`config.mk`:
```
export PLATFORM = sky130hd
export DESIGN_NAME = uu_base64_line_decoder
export DESIGN_NICKNAME = d
export VERILOG_FILES = /design/src/sv/uudec_pkg.sv /design/src/sv/uu_base64_line_decoder.sv /design/src/sv/uudec_in_reg.sv /design/src/sv/uudec_decode.sv /design/src/sv/uudec_out_reg.sv
export SDC_FILE = /design/constraint.sdc
export NUM_CORES = 1
export LEC_CHECK = 0
export ABC_AREA = 1
export BUFFER_PORTS_ARGS = -buffer_cell sky130_fd_sc_hd__buf_2
export CORE_ASPECT_RATIO = 0.5
export CORE_MARGIN = 8
export CORE_UTILIZATION = 25
export CTS_CLUSTER_DIAMETER = 60
export DETAILED_ROUTE_END_ITERATION = 8
export HOLD_SLACK_MARGIN = 0.15
export PLACE_DENSITY = 0.44
export SYNTH_ARGS = -nofsm -noshare
export SYNTH_HDL_FRONTEND = slang
export SYNTH_SLANG_ARGS = --single-unit
```
`constraint.sdc`:
```
create_clock -name clock -period 8.6 [get_ports clock]
set_input_delay 1.72 -clock clock [delete_from_list [all_inputs] [get_ports clock]]
set_output_delay 1.72 -clock clock [all_outputs]
set_load 0.01 [all_outputs]
```
`src/sv/uudec_pkg.sv`:
```
`timescale 1ns / 1ps

package uudec_pkg;

   localparam int LINE_LIMIT = 131072;
   localparam int LINE_POS_W = $clog2(LINE_LIMIT);

   typedef enum logic [4:0] {
      PH_HEAD  = 5'b00001,
      PH_UU    = 5'b00010,
      PH_UUEND = 5'b00100,
      PH_B64   = 5'b01000,
      PH_DONE  = 5'b10000
   } phase_type;

   typedef enum logic [1:0] {
      ERR_NONE  = 2'd0,
      ERR_DATA  = 2'd1,
      ERR_LONG  = 2'd2,
      ERR_TRUNC = 2'd3
   } err_type;

   typedef enum logic [1:0] {
      HM_FAIL  = 2'd0,
      HM_UU    = 2'd1,
      HM_B64   = 2'd2,
      HM_BEGIN = 2'd3
   } hdr_type;

   localparam logic [2:0] PC_HEAD  = 3'd0;
   localparam logic [2:0] PC_UU    = 3'd1;
   localparam logic [2:0] PC_UUEND = 3'd2;
   localparam logic [2:0] PC_B64   = 3'd3;
   localparam logic [2:0] PC_DONE  = 3'd4;

   // line flag bits; zero-length and mismatch share a bit
   localparam int FL_ZERO     = 0;
   localparam int FL_MISMATCH = 0;
   localparam int FL_STOP     = 1;
   localparam int FL_NOTEQ    = 2;
   localparam int FL_TERM     = 3;

   localparam logic [7:0] CH_LF    = 8'h0A;
   localparam logic [7:0] CH_CR    = 8'h0D;
   localparam logic [7:0] CH_SPACE = 8'h20;
   localparam logic [7:0] CH_DASH  = 8'h2D;
   localparam logic [7:0] CH_EQ    = 8'h3D;
   localparam logic [7:0] CH_B     = 8'h62;
   localparam logic [7:0] CH_ZERO  = 8'h30;
   localparam logic [7:0] CH_SEVEN = 8'h37;
   localparam logic [7:0] UU_LO    = 8'h20;
   localparam logic [7:0] UU_HI    = 8'h60;

   localparam int HDR_UU_OCT   = 6;
   localparam int HDR_B64_OCT  = 13;
   localparam int HDR_UU_NEED  = 11;
   localparam int HDR_B64_NEED = 18;
   localparam int HDR_PREFIX   = 5;

   typedef struct packed {
      logic       eos;
      logic [7:0] data;
   } item_type;

   typedef struct packed {
      logic       out_valid;
      logic [7:0] out_byte;
      logic [2:0] phase;
      logic [8:0] file_mode;
      logic       mode_valid;
      logic [1:0] error_code;
   } result_type;

   // "begin-base64 "
   function automatic logic [7:0] hdr_char(input logic [3:0] idx);
      logic [7:0] ch;
      case (idx)
         4'd0:    ch = 8'h62;
         4'd1:    ch = 8'h65;
         4'd2:    ch = 8'h67;
         4'd3:    ch = 8'h69;
         4'd4:    ch = 8'h6E;
         4'd5:    ch = 8'h2D;
         4'd6:    ch = 8'h62;
         4'd7:    ch = 8'h61;
         4'd8:    ch = 8'h73;
         4'd9:    ch = 8'h65;
         4'd10:   ch = 8'h36;
         4'd11:   ch = 8'h34;
         4'd12:   ch = 8'h20;
         default: ch = 8'h00;
      endcase
      return ch;
   endfunction

   // "end"
   function automatic logic [7:0] end_char(input logic [1:0] idx);
      logic [7:0] ch;
      case (idx)
         2'd0:    ch = 8'h65;
         2'd1:    ch = 8'h6E;
         2'd2:    ch = 8'h64;
         default: ch = 8'h00;
      endcase
      return ch;
   endfunction

   // {valid, 6-bit value}
   function automatic logic [6:0] b64_lookup(input logic [7:0] c);
      logic [6:0] r;
      r = 7'd0;
      if (c >= 8'h41 && c <= 8'h5A) begin
         r = {1'b1, 6'(c - 8'h41)};
      end else if (c >= 8'h61 && c <= 8'h7A) begin
         r = {1'b1, 6'(c - 8'h61 + 8'd26)};
      end else if (c >= 8'h30 && c <= 8'h39) begin
         r = {1'b1, 6'(c - 8'h30 + 8'd52)};
      end else if (c == 8'h2B) begin
         r = {1'b1, 6'd62};
      end else if (c == 8'h2F) begin
         r = {1'b1, 6'd63};
      end
      return r;
   endfunction

   function automatic logic [2:0] phase_code(input phase_type ph);
      logic [2:0] code;
      case (ph)
         PH_HEAD:  code = PC_HEAD;
         PH_UU:    code = PC_UU;
         PH_UUEND: code = PC_UUEND;
         PH_B64:   code = PC_B64;
         PH_DONE:  code = PC_DONE;
         default:  code = PC_HEAD;
      endcase
      return code;
   endfunction

endpackage

```
`src/sv/uu_base64_line_decoder.sv`:
```
// path: the input register holds a byte and the result register loads its decoded result
// when free (input register, then result register)
// throughput: one byte per cycle from the single decode pass, unless rsp_tready stalls
// reset: synchronous, active high; clears the line state, mode and error,
// and empties both registers
`timescale 1ns / 1ps

module uu_base64_line_decoder
   import uudec_pkg::*;
(
   input  logic        clock,
   input  logic        reset,
   input  logic        req_tvalid,
   output logic        req_tready,
   input  logic [7:0]  req_tdata,  // in_byte
   input  logic        req_tuser,  // end_of_stream
   output logic        rsp_tvalid,
   input  logic        rsp_tready,
   output logic [23:0] rsp_tdata,  // out_byte, phase, file_mode, mode_valid, error_code, pad
   output logic        rsp_tuser   // out_valid
);

   logic       item_valid;
   item_type   item;
   logic       out_free;
   logic       adv;
   result_type result;

   assign adv = item_valid && out_free;

   uudec_in_reg u_in_reg (
      .clock      (clock),
      .reset      (reset),
      .req_tvalid (req_tvalid),
      .req_tready (req_tready),
      .req_tdata  (req_tdata),
      .req_tuser  (req_tuser),
      .take       (adv),
      .item_valid (item_valid),
      .item       (item)
   );

   uudec_decode u_decode (
      .clock  (clock),
      .reset  (reset),
      .adv    (adv),
      .item   (item),
      .result (result)
   );

   uudec_out_reg u_out_reg (
      .clock      (clock),
      .reset      (reset),
      .load       (adv),
      .result     (result),
      .free       (out_free),
      .rsp_tvalid (rsp_tvalid),
      .rsp_tready (rsp_tready),
      .rsp_tdata  (rsp_tdata),
      .rsp_tuser  (rsp_tuser)
   );

endmodule

```
`src/sv/uudec_in_reg.sv`:
```
`timescale 1ns / 1ps

module uudec_in_reg
   import uudec_pkg::*;
(
   input  logic       clock,
   input  logic       reset,
   input  logic       req_tvalid,
   output logic       req_tready,
   input  logic [7:0] req_tdata,
   input  logic       req_tuser,
   input  logic       take,
   output logic       item_valid,
   output item_type   item
);

   logic     valid_ff;
   item_type item_ff;

   assign req_tready = !valid_ff || take;
   assign item_valid = valid_ff;
   assign item       = item_ff;

   always_ff @(posedge clock) begin
      if (reset) begin
         valid_ff <= 1'b0;
      end else if (req_tready) begin
         valid_ff <= req_tvalid;
      end
   end

   always_ff @(posedge clock) begin
      if (req_tvalid && req_tready) begin
         item_ff <= '{eos: req_tuser, data: req_tdata};
      end
   end

endmodule

```
`src/sv/uudec_decode.sv`:
```
`timescale 1ns / 1ps

module uudec_decode
   import uudec_pkg::*;
(
   input  logic       clock,
   input  logic       reset,
   input  logic       adv,
   input  item_type   item,
   output result_type result
);

   phase_type              phase_ff, phase_in;
   logic [LINE_POS_W-1:0]  pos_ff, pos_in;
   logic [1:0]             grp_ff, grp_in;
   logic [5:0]             partial_ff, partial_in;
   logic [5:0]             left_ff, left_in;
   hdr_type                hm_ff, hm_in;
   logic [8:0]             octal_ff, octal_in;
   logic [3:0]             flags_ff, flags_in;
   logic                   cr_ff, cr_in;
   logic [8:0]             mode_ff, mode_in;
   logic                   mode_set_ff, mode_set_in;
   err_type                err_ff, err_in;

   logic [7:0]             c;
   logic                   uu_ok;
   logic [5:0]             uu_val;
   logic [6:0]             b64;
   logic [LINE_POS_W-1:0]  hdr_k;
   logic                   do_grp;
   logic [5:0]             v6;
   logic                   emit;
   logic [7:0]             ebyte;

   assign c      = item.data;
   assign uu_ok  = (c >= UU_LO) && (c <= UU_HI);
   assign uu_val = 6'(c - UU_LO);
   assign b64    = b64_lookup(c);
   assign hdr_k  = pos_ff - ((hm_ff == HM_UU) ? LINE_POS_W'(HDR_UU_OCT)
                                              : LINE_POS_W'(HDR_B64_OCT));

   always_comb begin
      phase_in    = phase_ff;
      pos_in      = pos_ff;
      grp_in      = grp_ff;
      partial_in  = partial_ff;
      left_in     = left_ff;
      hm_in       = hm_ff;
      octal_in    = octal_ff;
      flags_in    = flags_ff;
      cr_in       = cr_ff;
      mode_in     = mode_ff;
      mode_set_in = mode_set_ff;
      err_in      = err_ff;
      do_grp      = 1'b0;
      v6          = 6'd0;
      emit        = 1'b0;
      ebyte       = 8'd0;

      if (err_ff == ERR_NONE && phase_ff != PH_DONE) begin
         if (item.eos) begin
            cr_in = 1'b0;
            if (phase_ff == PH_HEAD) begin
               phase_in   = PH_DONE;
               pos_in     = '0;
               grp_in     = 2'd0;
               partial_in = 6'd0;
               left_in    = 6'd0;
               hm_in      = HM_FAIL;
               octal_in   = 9'd0;
               flags_in   = 4'd0;
            end else begin
               err_in = ERR_TRUNC;
            end
         end else if (c == CH_LF && cr_ff) begin
            cr_in = 1'b0;
         end else if (c == CH_CR || c == CH_LF) begin
            cr_in = (c == CH_CR);
            // end of line
            case (phase_ff)
               PH_HEAD: begin
                  if ((hm_ff == HM_UU && pos_ff >= LINE_POS_W'(HDR_UU_NEED)) ||
                      (hm_ff == HM_B64 && pos_ff >= LINE_POS_W'(HDR_B64_NEED))) begin
                     phase_in    = (hm_ff == HM_UU) ? PH_UU : PH_B64;
                     mode_in     = octal_ff;
                     mode_set_in = 1'b1;
                  end
               end
               PH_UU: begin
                  if (pos_ff == '0 || left_ff != 6'd0) begin
                     err_in = ERR_DATA;
                  end else if (flags_ff[FL_ZERO]) begin
                     phase_in = PH_UUEND;
                  end
               end
               PH_UUEND: begin
                  if (pos_ff == LINE_POS_W'(3) && !flags_ff[FL_MISMATCH]) begin
                     phase_in = PH_DONE;
                  end else begin
                     err_in = ERR_DATA;
                  end
               end
               default: begin
                  if (flags_ff[FL_TERM]) begin
                     phase_in = PH_DONE;
                  end else if (!flags_ff[FL_STOP] && grp_ff == 2'd1) begin
                     err_in = ERR_DATA;
                  end
               end
            endcase
            pos_in     = '0;
            grp_in     = 2'd0;
            partial_in = 6'd0;
            left_in    = 6'd0;
            hm_in      = HM_FAIL;
            octal_in   = 9'd0;
            flags_in   = 4'd0;
         end else begin
            cr_in = 1'b0;
            if (pos_ff >= LINE_POS_W'(LINE_LIMIT - 1)) begin
               err_in = ERR_LONG;
            end else begin
               pos_in = pos_ff + LINE_POS_W'(1);
               case (phase_ff)
                  PH_HEAD: begin
                     if (pos_ff == '0) begin
                        hm_in = (c == CH_B) ? HM_BEGIN : HM_FAIL;
                     end else if (hm_ff != HM_FAIL) begin
                        if (pos_ff < LINE_POS_W'(HDR_PREFIX)) begin
                           if (c != hdr_char(pos_ff[3:0])) hm_in = HM_FAIL;
                        end else if (pos_ff == LINE_POS_W'(HDR_PREFIX)) begin
                           hm_in = (c == CH_SPACE) ? HM_UU :
                                   (c == CH_DASH)  ? HM_B64 : HM_FAIL;
                        end else if (hm_ff == HM_B64 &&
                                     pos_ff < LINE_POS_W'(HDR_B64_OCT)) begin
                           if (c != hdr_char(pos_ff[3:0])) hm_in = HM_FAIL;
                        end else if (hdr_k < LINE_POS_W'(3)) begin
                           if (c < CH_ZERO || c > CH_SEVEN) begin
                              hm_in = HM_FAIL;
                           end else begin
                              octal_in = {octal_ff[5:0], c[2:0]};
                           end
                        end else if (hdr_k == LINE_POS_W'(3) && c != CH_SPACE) begin
                           hm_in = HM_FAIL;
                        end
                     end
                  end
                  PH_UU: begin
                     if (pos_ff == '0) begin
                        if (!uu_ok) begin
                           err_in = ERR_DATA;
                        end else begin
                           left_in = uu_val;
                           if (uu_val == 6'd0) flags_in[FL_ZERO] = 1'b1;
                           grp_in = 2'd0;
                        end
                     end else if (left_ff != 6'd0) begin
                        if (!uu_ok) begin
                           err_in = ERR_DATA;
                        end else begin
                           do_grp = 1'b1;
                           v6     = uu_val;
                           if (grp_ff != 2'd0) left_in = left_ff - 6'd1;
                        end
                     end
                  end
                  PH_UUEND: begin
                     if (pos_ff >= LINE_POS_W'(3) || c != end_char(pos_ff[1:0])) begin
                        flags_in[FL_MISMATCH] = 1'b1;
                     end
                  end
                  default: begin
                     if (pos_ff < LINE_POS_W'(3)) begin
                        if (c != CH_EQ) begin
                           flags_in[FL_NOTEQ] = 1'b1;
                        end else if (pos_ff == LINE_POS_W'(2) && !flags_ff[FL_NOTEQ]) begin
                           flags_in[FL_TERM] = 1'b1;
                        end
                     end
                     if (!flags_ff[FL_STOP]) begin
                        if (c == CH_EQ) begin
                           if (grp_ff == 2'd1) begin
                              err_in = ERR_DATA;
                           end else begin
                              flags_in[FL_STOP] = 1'b1;
                           end
                        end else if (!b64[6]) begin
                           err_in = ERR_DATA;
                        end else begin
                           do_grp = 1'b1;
                           v6     = b64[5:0];
                        end
                     end
                  end
               endcase
            end
         end
      end

      // 4 characters to 3 bytes
      if (do_grp) begin
         case (grp_ff)
            2'd0: begin
               partial_in = v6;
               grp_in     = 2'd1;
            end
            2'd1: begin
               ebyte      = {partial_ff[5:0], v6[5:4]};
               partial_in = {2'b00, v6[3:0]};
               grp_in     = 2'd2;
               emit       = 1'b1;
            end
            2'd2: begin
               ebyte      = {partial_ff[3:0], v6[5:2]};
               partial_in = {4'b0000, v6[1:0]};
               grp_in     = 2'd3;
               emit       = 1'b1;
            end
            default: begin
               ebyte      = {partial_ff[1:0], v6};
               partial_in = 6'd0;
               grp_in     = 2'd0;
               emit       = 1'b1;
            end
         endcase
      end

      if (err_in != ERR_NONE) begin
         emit  = 1'b0;
         ebyte = 8'd0;
      end
   end

   assign result = '{
      out_valid:  emit,
      out_byte:   emit ? ebyte : 8'd0,
      phase:      phase_code(phase_in),
      file_mode:  mode_in,
      mode_valid: mode_set_in,
      error_code: err_in
   };

   always_ff @(posedge clock) begin
      if (reset) begin
         phase_ff    <= PH_HEAD;
         pos_ff      <= '0;
         grp_ff      <= 2'd0;
         partial_ff  <= 6'd0;
         left_ff     <= 6'd0;
         hm_ff       <= HM_FAIL;
         octal_ff    <= 9'd0;
         flags_ff    <= 4'd0;
         cr_ff       <= 1'b0;
         mode_ff     <= 9'd0;
         mode_set_ff <= 1'b0;
         err_ff      <= ERR_NONE;
      end else if (adv) begin
         phase_ff    <= phase_in;
         pos_ff      <= pos_in;
         grp_ff      <= grp_in;
         partial_ff  <= partial_in;
         left_ff     <= left_in;
         hm_ff       <= hm_in;
         octal_ff    <= octal_in;
         flags_ff    <= flags_in;
         cr_ff       <= cr_in;
         mode_ff     <= mode_in;
         mode_set_ff <= mode_set_in;
         err_ff      <= err_in;
      end
   end

   a_err_sticky: assert property (@(posedge clock) disable iff (reset)
      (err_ff != ERR_NONE) |=> (err_ff == $past(err_ff)))
      else $error("error code changed after being raised");

   a_done_holds: assert property (@(posedge clock) disable iff (reset)
      (phase_ff == PH_DONE) |=> (phase_ff == PH_DONE))
      else $error("left done phase");

   a_mode_holds: assert property (@(posedge clock) disable iff (reset)
      mode_set_ff |=> (mode_set_ff && $stable(mode_ff)))
      else $error("file mode changed after header");

   a_emit_phase: assert property (@(posedge clock) disable iff (reset)
      (adv && emit) |-> ((err_in == ERR_NONE) &&
                         (phase_ff == PH_UU || phase_ff == PH_B64)))
      else $error("byte emitted outside data phase or with error");

endmodule

```
`src/sv/uudec_out_reg.sv`:
```
`timescale 1ns / 1ps

module uudec_out_reg
   import uudec_pkg::*;
(
   input  logic        clock,
   input  logic        reset,
   input  logic        load,
   input  result_type  result,
   output logic        free,
   output logic        rsp_tvalid,
   input  logic        rsp_tready,
   output logic [23:0] rsp_tdata,
   output logic        rsp_tuser
);

   logic       valid_ff;
   result_type res_ff;

   assign free       = !valid_ff || rsp_tready;
   assign rsp_tvalid = valid_ff;
   assign rsp_tuser  = res_ff.out_valid;
   assign rsp_tdata  = {1'b0, res_ff.error_code, res_ff.mode_valid, res_ff.file_mode,
                        res_ff.phase, res_ff.out_byte};

   always_ff @(posedge clock) begin
      if (reset) begin
         valid_ff <= 1'b0;
      end else if (free) begin
         valid_ff <= load;
      end
   end

   always_ff @(posedge clock) begin
      if (load) begin
         res_ff <= result;
      end
   end

endmodule
```
==> metrics, run 1 <==
Worst EP required=8.86 ns; Final Core Density=0.284; Crit Path Max Fanout=14; Fmax=roughly 250 MHz; FF-to-FF path depth=15; largest area contributor in the netlist=dfxtp_1; Worst Hold Depth=2; Hold Startpoint=u_decode.mode_set_ff; gr usage total=0.130; antenna diode count=0; Top-Level Pins=40; Static Leakage=roughly 3.6 nW; vias in the first global route=6486; Post-synth top cells=nand2_1 (236), nor2_1 (137), inv_1 (129), nand3_1 (91), a21oi_1 (74); setup repair bufs after CTS=0; Reg power frac=0.459; net switching power=412 µW; Die ar.=~35000 µm²; CTS H-tree depth=3; DRC Markers=0; largest net degree at the start of global routing=35; Overflow after GRT=0; Internal Power=816 µW; Cell Pwr Density=~150 nW/µm²; async set-reset flop share out of synthesis=0; Max IR drop VDD=between 0.08 and 0.09 mV; post-cts gate resize count=0; final wirelength=between 20 and 25 mm; Synth Warn #=0; initial drt markers=about 560; Wirelength per Cell=approximately 15 µm; DR vias=7086; clock share of power=0.339; syn nets=roughly 1.1k; Setup WS pre-CTS=4.25 ns; Total Neg Setup Slack=0 ns; endpoints failing setup=0; Post-synth EDFFs=33; crit path time final=between 3 and 4 ns; core area=29000 µm²; clock buffer depth=2; critical path class=in -> reg; Finished Layout Cells=around 1.5k; Num CTS Buffers=9; Via density=~4.7; status=finished, final reports clean; slew margin rel.=0.419; layout cells sized above 1=0.102; Final Max Tran Viols=0; final RePlAce weighted congestion=between 0.8 and 0.9; R2R setup slack=4.99 ns; crit share post-route=0.460; switching share of power=0.336; clock tree root buffer cell=clkbuf_16; Die W=approximately 260 µm; antenna viol nets, final=0; CP Launch Type=input pin; Logic pwr share=0.202; ranking of synthesized cells by area=dfxtp_1 (20%), edfxtp_1 (13%), nand2_1 (12%); Synth top area share=0.199; Worst-path clk slew=around 0.080 ns; final total power=1.23 mW; row cnt=44; Setup crit end kind=flop; register area share after synthesis=0.333; post-route worst setup slack=about 4.6 ns; Hold Fails Final Rpt=0; Setup Skew=around 0.013 ns; Synth Area per Inst=6.78 µm²; Inst Count DP=around 1.5k; Final HPWL DP=18.2 mm; Yosys reg bits=106; worst r2r src=u_in_reg.item[2]; top_reg_cell synth=dfxtp_1; worst slew pin tran=roughly 0.87 ns; first-pass GRT wire length=roughly 37 mm; CTS sink cnt=106; cell area after synthesis=7350 µm²; chip height=137 µm; Post-CTS Hold Buffers=0; starting density of the core=0.254; worst skew pair latency=0.37 ns; crit path DAT=4.22 ns; nets@finish=1156; CTS tree=yes; Hold WC Path Type=reg -> reg; Distinct cells, synth=52; Port Buffer Count=38; maxcap violations=0; Endpoint, Worst Hold=u_decode.mode_set_ff; initial antenna violation count=0; Post-Synthesis Cells=between 1k and 1.5k; most common cell in the netlist=nand2_1; Area Overhead vs Synth=11.7%; RSZ-0062 raised after global routing=false; drt pass-1 iters=6
-- through the flow --
stage               instance area [µm²]  hold slack [ns]
finish                             8220            0.458
global route                       8220            0.487
CTS                                8220            0.463
detailed placement                 7930            0.451
global placement                   7930            0.442
floorplan                          7350            0.430
-- flip-flops by register name (all words and copies together) (netlist names), 2 cells and up, named ones only --
signal               count
u_decode.err_ff          2
u_decode.flags_ff        4
u_decode.grp_ff          2
u_decode.hm_ff           2
u_decode.left_ff         6
u_decode.mode_ff         9
u_decode.octal_ff        9
u_decode.partial_ff      6
u_decode.phase_ff        5
u_decode.pos_ff         17
u_in_reg.item            9
u_out_reg.rsp_tdata     23
-- cells by family after synthesis --
| logic type | synth area share |
|---|---|
| AND/OR/NAND/NOR | 0.350 |
| other | 0.000510 |
| XOR/XNOR | 0.0262 |
| buffers and inverters | 0.0927 |
| AO/OA/AOI/OAI | 0.143 |
| adder cells (fa/ha/maj) | 0.0538 |
| flip-flops | 0.333 |
-- per-layer routing --
layer / global-route usage / vias up / routed length (µm)
met5: 0 / - / 0
met4: 0.0395 / 0 / 471
met3: 0.0254 / 29 / 1230
met2: 0.195 / 184 / 9760
met1: 0.187 / 3242 / 11700
li1: - / 3631 / -
-- cell usage in the layout (no fill, tap or decap), types with 3 or more instances in the layout --
| master | instances |
|---|---|
| xor2_1 | 15 |
| nand2_2 | 15 |
| buf_2 | 38 |
| inv_6 | 3 |
| clkinv_1 | 5 |
| nand4_1 | 29 |
| xnor2_1 | 7 |
| inv_4 | 3 |
| o21ai_0 | 67 |
| nor3_2 | 5 |
| nor2_1 | 137 |
| nor3b_1 | 4 |
| nand3_2 | 3 |
| nand3_1 | 91 |
| nor2_4 | 6 |
| o21ai_1 | 24 |
| o211ai_1 | 8 |
| a21oi_1 | 74 |
| clkbuf_16 | 9 |
| nor2_2 | 6 |
| inv_2 | 13 |
| nor3_1 | 14 |
| inv_1 | 129 |
| a211oi_1 | 3 |
| o22ai_1 | 4 |
| nand3b_1 | 3 |
| nand2_1 | 236 |
| edfxtp_1 | 33 |
| dfxtp_1 | 73 |
| ha_1 | 30 |
-- layout make-up --
type	count	area, µm²
Fill cell	3251	20700
Multi-Input combinational cell	806	4220
Sequential cell	106	2450
Inverter	150	569
Tap cell	391	489
Clock buffer	10	229
Timing Repair Buffer	39	198
Clock inverter	6	57.6
-- critical path: stages --
cell	delay, ns
buf_2	0.08
inv_1	0.04
nand2_1	0.06
nand2_1	0.36
nor2_8	0.31
o211ai_1	0.14
a21oi_2	0.63
o21ai_1	0.11
nand2_1	0.24
ha_1	0.29
nand2_1	0.07
nand2_1	0.06
nand2_1	0.05
nand2_1	0.05
-- worst max path at each step --
stage | from | endpoint | slack, ns
final | rsp_tready | flop | 4.64
after global routing | rsp_tready | flop | 4.36
after detailed placement | rsp_tready | flop | 4.25
after global placement | rsp_tready | flop | 4.28
after floorplan | rsp_tready | req_tready | 4.98
after CTS | rsp_tready | flop | 4.64
-- power by group through the flow --
stage | registers [mW] | clock network (mW) | logic, mW
after detailed placement | 0.575 | 0 | 0.246
after global routing | 0.567 | 0.446 | 0.278
after global placement | 0.576 | 0 | 0.246
after floorplan | 0.567 | 0 | 0.181
final | 0.564 | 0.417 | 0.248
after CTS | 0.564 | 0.429 | 0.247
Power figures use the tool's default switching activity.
==> inputs of run 2 (changes only) <==
==> constraint.sdc (replaced) <==
create_clock -name clock -period 3.95 [get_ports clock]
set_input_delay 0.79 -clock clock [delete_from_list [all_inputs] [get_ports clock]]
set_output_delay 0.79 -clock clock [all_outputs]
set_load 0.01 [all_outputs]
==> metrics, run 2 (same netlist as run 1, synthesis figures left out) <==
drt pass-1 iters=5 (-1); antenna diode count=0 (unchanged); nets@finish=1168 (+1.0%); Top-Level Pins=40 (unchanged); CTS tree=yes; Die W=259 µm (unchanged); clock share of power=0.343 (+0.004); core area=29000 µm² (unchanged); M1 WL=12.3 mm (+5.4%); slowest CP cell=a211oi_4; Max IR drop VDD=0.189 mV (+130%); Met2 Wirelength=10.5 mm (+7.5%); crit path time final=between 3 and 4 ns; Cell Pwr Density=327 nW/µm² (+120%); Die ar.=35500 µm² (unchanged); DR vias=7212 (+1.8%); chip height=137 µm (unchanged); crit path DAT=3.68 ns (-0.54 ns); Post-CTS Hold Buffers=0 (unchanged); clock tree root buffer cell=clkbuf_16; Wirelength per Cell=15.9 µm (+3.5%); initial drt markers=718 (+29%); worst skew pair latency=0.37 ns (about the same); worst r2r src=u_in_reg.item[0]; Critical Path, Cell by Cell=clkinv_1, ha_1, nand2_1, nor2_2, nand2_1, inv_1, a21oi_4, nand2_2, a211oi_4, nand2_2, nand2_1, a21oi_1; Setup Skew=0.0122 ns (-0.000784 ns); net switching power=926 µW (+120%); worst slew pin tran=0.596 ns (-0.274 ns); clock buffer depth=2 (unchanged); leading cell type in the layout, fill and taps excluded=nand2_1; initial antenna violation count=0 (unchanged); CTS sink cnt=106 (unchanged); status=finished, final reports clean; layout cells sized above 1=0.112 (+0.0104); row cnt=44 (unchanged); final RePlAce weighted congestion=0.892 (+3.0%); Final HPWL DP=18.9 mm (+4.3%); CTS H-tree depth=3 (unchanged); Area Overhead vs Synth=13.2%; Port Buffer Count=38 (unchanged); Critical Path Source=u_in_reg.item[0]; Worst-path clk slew=0.09 ns (about the same); endpoints failing setup=0 (unchanged); CP Launch Type=flop; first-pass GRT wire length=38.0 mm (+3.4%); Total Neg Setup Slack=0 ns (unchanged); maxcap violations=0 (unchanged); most used cell, CP=nand2_1; starting density of the core=0.254 (unchanged); switching share of power=0.340 (+0.00445); slew margin rel.=0.602 (+0.183); met3 wire length=944 µm (-24%); crit share post-route=0.867; Via density=4.74 (+0.97%); Reg power frac=0.448 (-0.011); Fmax=between 200 and 300 MHz; vias in the first global route=6683 (+3.0%); Setup crit end kind=flop; post-cts gate resize count=0 (unchanged); Final Max Tran Viols=0 (unchanged); Max Used Layer=met4; Hold WC Path Type=reg -> reg; Logic pwr share=0.209 (+0.007); RSZ-0062 raised after global routing=false; DRC Markers=0 (unchanged); Hold Fails Final Rpt=0 (unchanged); most frequent cells in the layout=nand2_1 (236), nor2_1 (137), inv_1 (129); final total power=2.72 mW (+120%); Slowest Stage Delay on Critical Path=0.55 ns (-0.08 ns); max reg flops=23 (unchanged); final wirelength=24.1 mm (+4.3%); antenna viol nets, final=0 (unchanged); Overflow after GRT=0 (unchanged); Worst EP required=4.20 ns (-4.66 ns); Num CTS Buffers=9 (unchanged); Crit Path Max Fanout=13 (-1); gr usage total=0.136 (+0.00540); critical path class=reg -> reg; Static Leakage=3.68 nW (+1.8%); Hold Startpoint=u_decode.flags_ff[2]; Internal Power=1.80 mW (+120%); setup repair bufs after CTS=0 (unchanged); largest net degree at the start of global routing=28 (-20%)
## run 2: stage by stage
step / area [µm²] / cells / hold slack, ns / utilization / setup slack, ns
after floorplan: 7350 / 1084 / 0.430 / - / 1.21
after global placement: 8020 / 1504 / 0.445 / 0.277 / 0.631
after detailed placement: 8020 / 1504 / 0.451 / 0.277 / 0.584
after CTS: 8320 / 1520 / 0.464 / 0.287 / 0.573
after global routing: 8320 / 1520 / 0.485 / 0.287 / 0.338
final: 8320 / 1520 / 0.457 / 0.287 / 0.524
## run 2: final timing paths
path                           to  cells past startpoint  slack (ns)
min reg2reg  u_decode.flags_ff[2]                      2        0.46
min          u_decode.flags_ff[2]                      2        0.46
max          u_decode.octal_ff[2]                     12        0.52
max reg2reg  u_decode.octal_ff[2]                     12        0.52
## run 2: routing by layer
| metal | global-route usage | up-vias |
|---|---|---|
| met4 | 0.0355 | 0 |
| li1 | - | 3658 |
| met2 | 0.207 | 154 |
| met5 | 0 | - |
| met1 | 0.195 | 3379 |
| met3 | 0.0241 | 21 |
## run 2: worst max-delay path: cells and delay by family (launching register included)
family / cells / cell delay [ns]
AO/OA/AOI/OAI: 3 / 0.91
adder cells (fa/ha/maj): 1 / 0.36
buffers and inverters: 2 / 0.53
flip-flops: 1 / 0.51
AND/OR/NAND/NOR: 6 / 1.00
## run 2: final cells by class
class | count | area [µm²]
clock inverters | 7 | 78.8
clock buffers | 9 | 225
fillers | 3232 | 20600
inverters | 150 | 569
repair buffers | 51 | 288
flip-flops and latches | 106 | 2450
well taps | 391 | 489
multi-input cells | 806 | 4220
## run 2: power groups by stage
stage                     clock network (mW)  logic (mW)  registers, mW
after global placement                     0       0.564           1.24
after floorplan                            0       0.395           1.23
final                                  0.933       0.570           1.22
after detailed placement                   0       0.566           1.25
after CTS                              0.968       0.568           1.22
after global routing                    1.01       0.638           1.23
==> inputs of run 3 (changes only) <==
==> constraint.sdc (replaced) <==
create_clock -name clock -period 3.95 [get_ports clock]
set_input_delay 0.1975 -clock clock [delete_from_list [all_inputs] [get_ports clock]]
set_output_delay 0.1975 -clock clock [all_outputs]
set_load 0.01 [all_outputs]
==> metrics, run 3 (same netlist as run 1, synthesis figures left out) <==
Hold Fails Final Rpt=0 (unchanged); maxcap violations=0 (unchanged); crit path time final=3.43 ns (+0.00406 ns); Cell Pwr Density=323 nW/µm² (-1.2%); row cnt=44 (unchanged); WHS=0.337 ns (-0.120 ns); initial drt markers=608 (-15%); setup repair bufs after CTS=0 (unchanged); CTS sink cnt=106 (unchanged); Max IR drop VDD=0.223 mV (+18%); endpoints failing setup=0 (unchanged); clock tree root buffer cell=clkbuf_16; Port Buffer Count=38 (unchanged); Fmax=292 MHz (-0.12%); DR vias=7277 (+0.90%); worst r2r src=u_in_reg.item[0]; chip height=137 µm (unchanged); Top-Level Pins=40 (unchanged); RSZ-0062 raised after global routing=false; area occupied by registers=2450 µm² (unchanged); Setup Skew=0.00923 ns (-0.00302 ns); max reg flops=23 (unchanged); leading cell type in the layout, fill and taps excluded=nand2_1; Area Overhead vs Synth=14.6%; Hold Startpoint=reset; critical path class=reg -> reg; Via density=4.76 (+0.24%); first-pass GRT wire length=37.5 mm (-1.2%); slew margin rel.=0.565 (-0.0373); CP Launch Type=flop; Total Neg Setup Slack=0 ns (unchanged); Inst Count DP=1502 (-0.13%); Worst-path clk slew=0.08 ns (about the same); Wirelength per Cell=15.7 µm (-1.1%); final wirelength=24.0 mm (-0.48%); CTS tree=yes; Setup crit end kind=flop; Critical Path Source=u_in_reg.item[0]; Static Leakage=3.72 nW (+1.0%); core area=29000 µm² (unchanged); Overflow after GRT=0 (unchanged); largest net degree at the start of global routing=28 (unchanged); Final HPWL DP=18.8 mm (-0.81%); Num CTS Buffers=9 (unchanged); Final Max Tran Viols=0 (unchanged); Crit Path Max Fanout=13 (unchanged); antenna diode count=0 (unchanged); crit path DAT=3.66 ns (-0.02 ns); initial antenna violation count=0 (unchanged); clock buffer depth=2 (unchanged); worst skew pair latency=0.37 ns (about the same); DRC Markers=0 (unchanged); most frequent cells in the layout=nand2_1 (236), nor2_1 (137), inv_1 (129); fillers=3254 (+0.68%); Hold WC Path Type=in -> reg; Worst EP required=4.18 ns (-0.02 ns); area of the multi-input gates=4220 µm² (unchanged); nets@finish=1178 (+0.86%); antenna viol nets, final=0 (unchanged); vias in the first global route=6641 (-0.63%); layout cells sized above 1=0.110 (-0.00274); crit share post-route=0.868 (+0.00103); worst slew pin tran=0.646 ns (+0.0500 ns); post-cts gate resize count=0 (unchanged); final RePlAce weighted congestion=0.913 (+2.3%); Die ar.=35500 µm² (unchanged); CTS H-tree depth=3 (unchanged); Finished Layout Cells=1530 (+0.66%); starting density of the core=0.254 (unchanged); gr usage total=0.134 (-0.00183); drt pass-1 iters=5 (unchanged); status=finished, final reports clean; Die W=259 µm (unchanged)
==> run 3: cell types whose count changed in the layout (fill, tap and decap cells not counted) <==
cell and delta:
dlygate4sd3_1 +12, clkinvlp_4 +1, buf_4 -2, inv_6 -1
clkinv_4 -1, inv_8 +1
==> run 3: power by group <==
| part | switching (mW) | internal [mW] | leakage [nW] | total (mW) |
|---|---|---|---|---|
| clock network | 0.483 | 0.453 | 0.146 | 0.936 |
| registers | 0.0465 | 1.18 | 0.914 | 1.22 |
| logic | 0.390 | 0.176 | 2.66 | 0.566 |
==> run 3: layer usage <==
metal / up-vias / part of all wire / track usage
li1: 3669 / - / -
met1: 3383 / 0.49 / 0.190
met2: 198 / 0.43 / 0.200
met3: 27 / 0.057 / 0.0280
met4: 0 / 0.021 / 0.0454
met5: - / 0 / 0
==> run 3: worst paths after layout <==
path                                              to  slack (ns)  cells past startpoint
worst max-delay path            u_decode.octal_ff[1]        0.52                     12
worst min-delay path            u_decode.mode_set_ff        0.34                      2
worst max register to register  u_decode.octal_ff[1]        0.52                     12
worst min register to register  u_decode.mode_set_ff        0.47                      2
==> run 3: final cells by class <==
class	instances	share of cell area
tap	391	0.0580
sequential	106	0.291
timing repair buffer	61	0.0466
inverter	150	0.0675
multi-input combinational	806	0.501
clock inverter	7	0.00950
clock buffer	9	0.0267
==> run 3: repair_timing <==
item                       4_1_cts  5_1_grt
hold endpoints to repair        11        0
hold buffers                    12        0
setup endpoints to repair        0        0
==> run 3: stage by stage <==
stage / utilization / setup slack [ns] / instance area [µm²] / total power [mW]
final: 0.291 / 0.520 / 8430 / 2.72
after global routing: 0.291 / 0.285 / 8430 / 2.88
after CTS: 0.291 / 0.617 / 8430 / 2.77
after detailed placement: 0.276 / 0.638 / 8000 / 1.80
after global placement: 0.276 / 0.698 / 8000 / 1.80
after floorplan: - / 1.21 / 7350 / 1.63
==> run 3: critical path: stages, from the launching register on <==
cell and delay (ns):
edfxtp_1 0.50, clkinv_1 0.42, ha_1 0.37, nand2_1 0.08, nor2_2 0.06, nand2_1 0.20, inv_1 0.14, a21oi_4 0.28
nand2_2 0.29, a211oi_4 0.54, nand2_2 0.23, nand2_1 0.12, a21oi_1 0.06
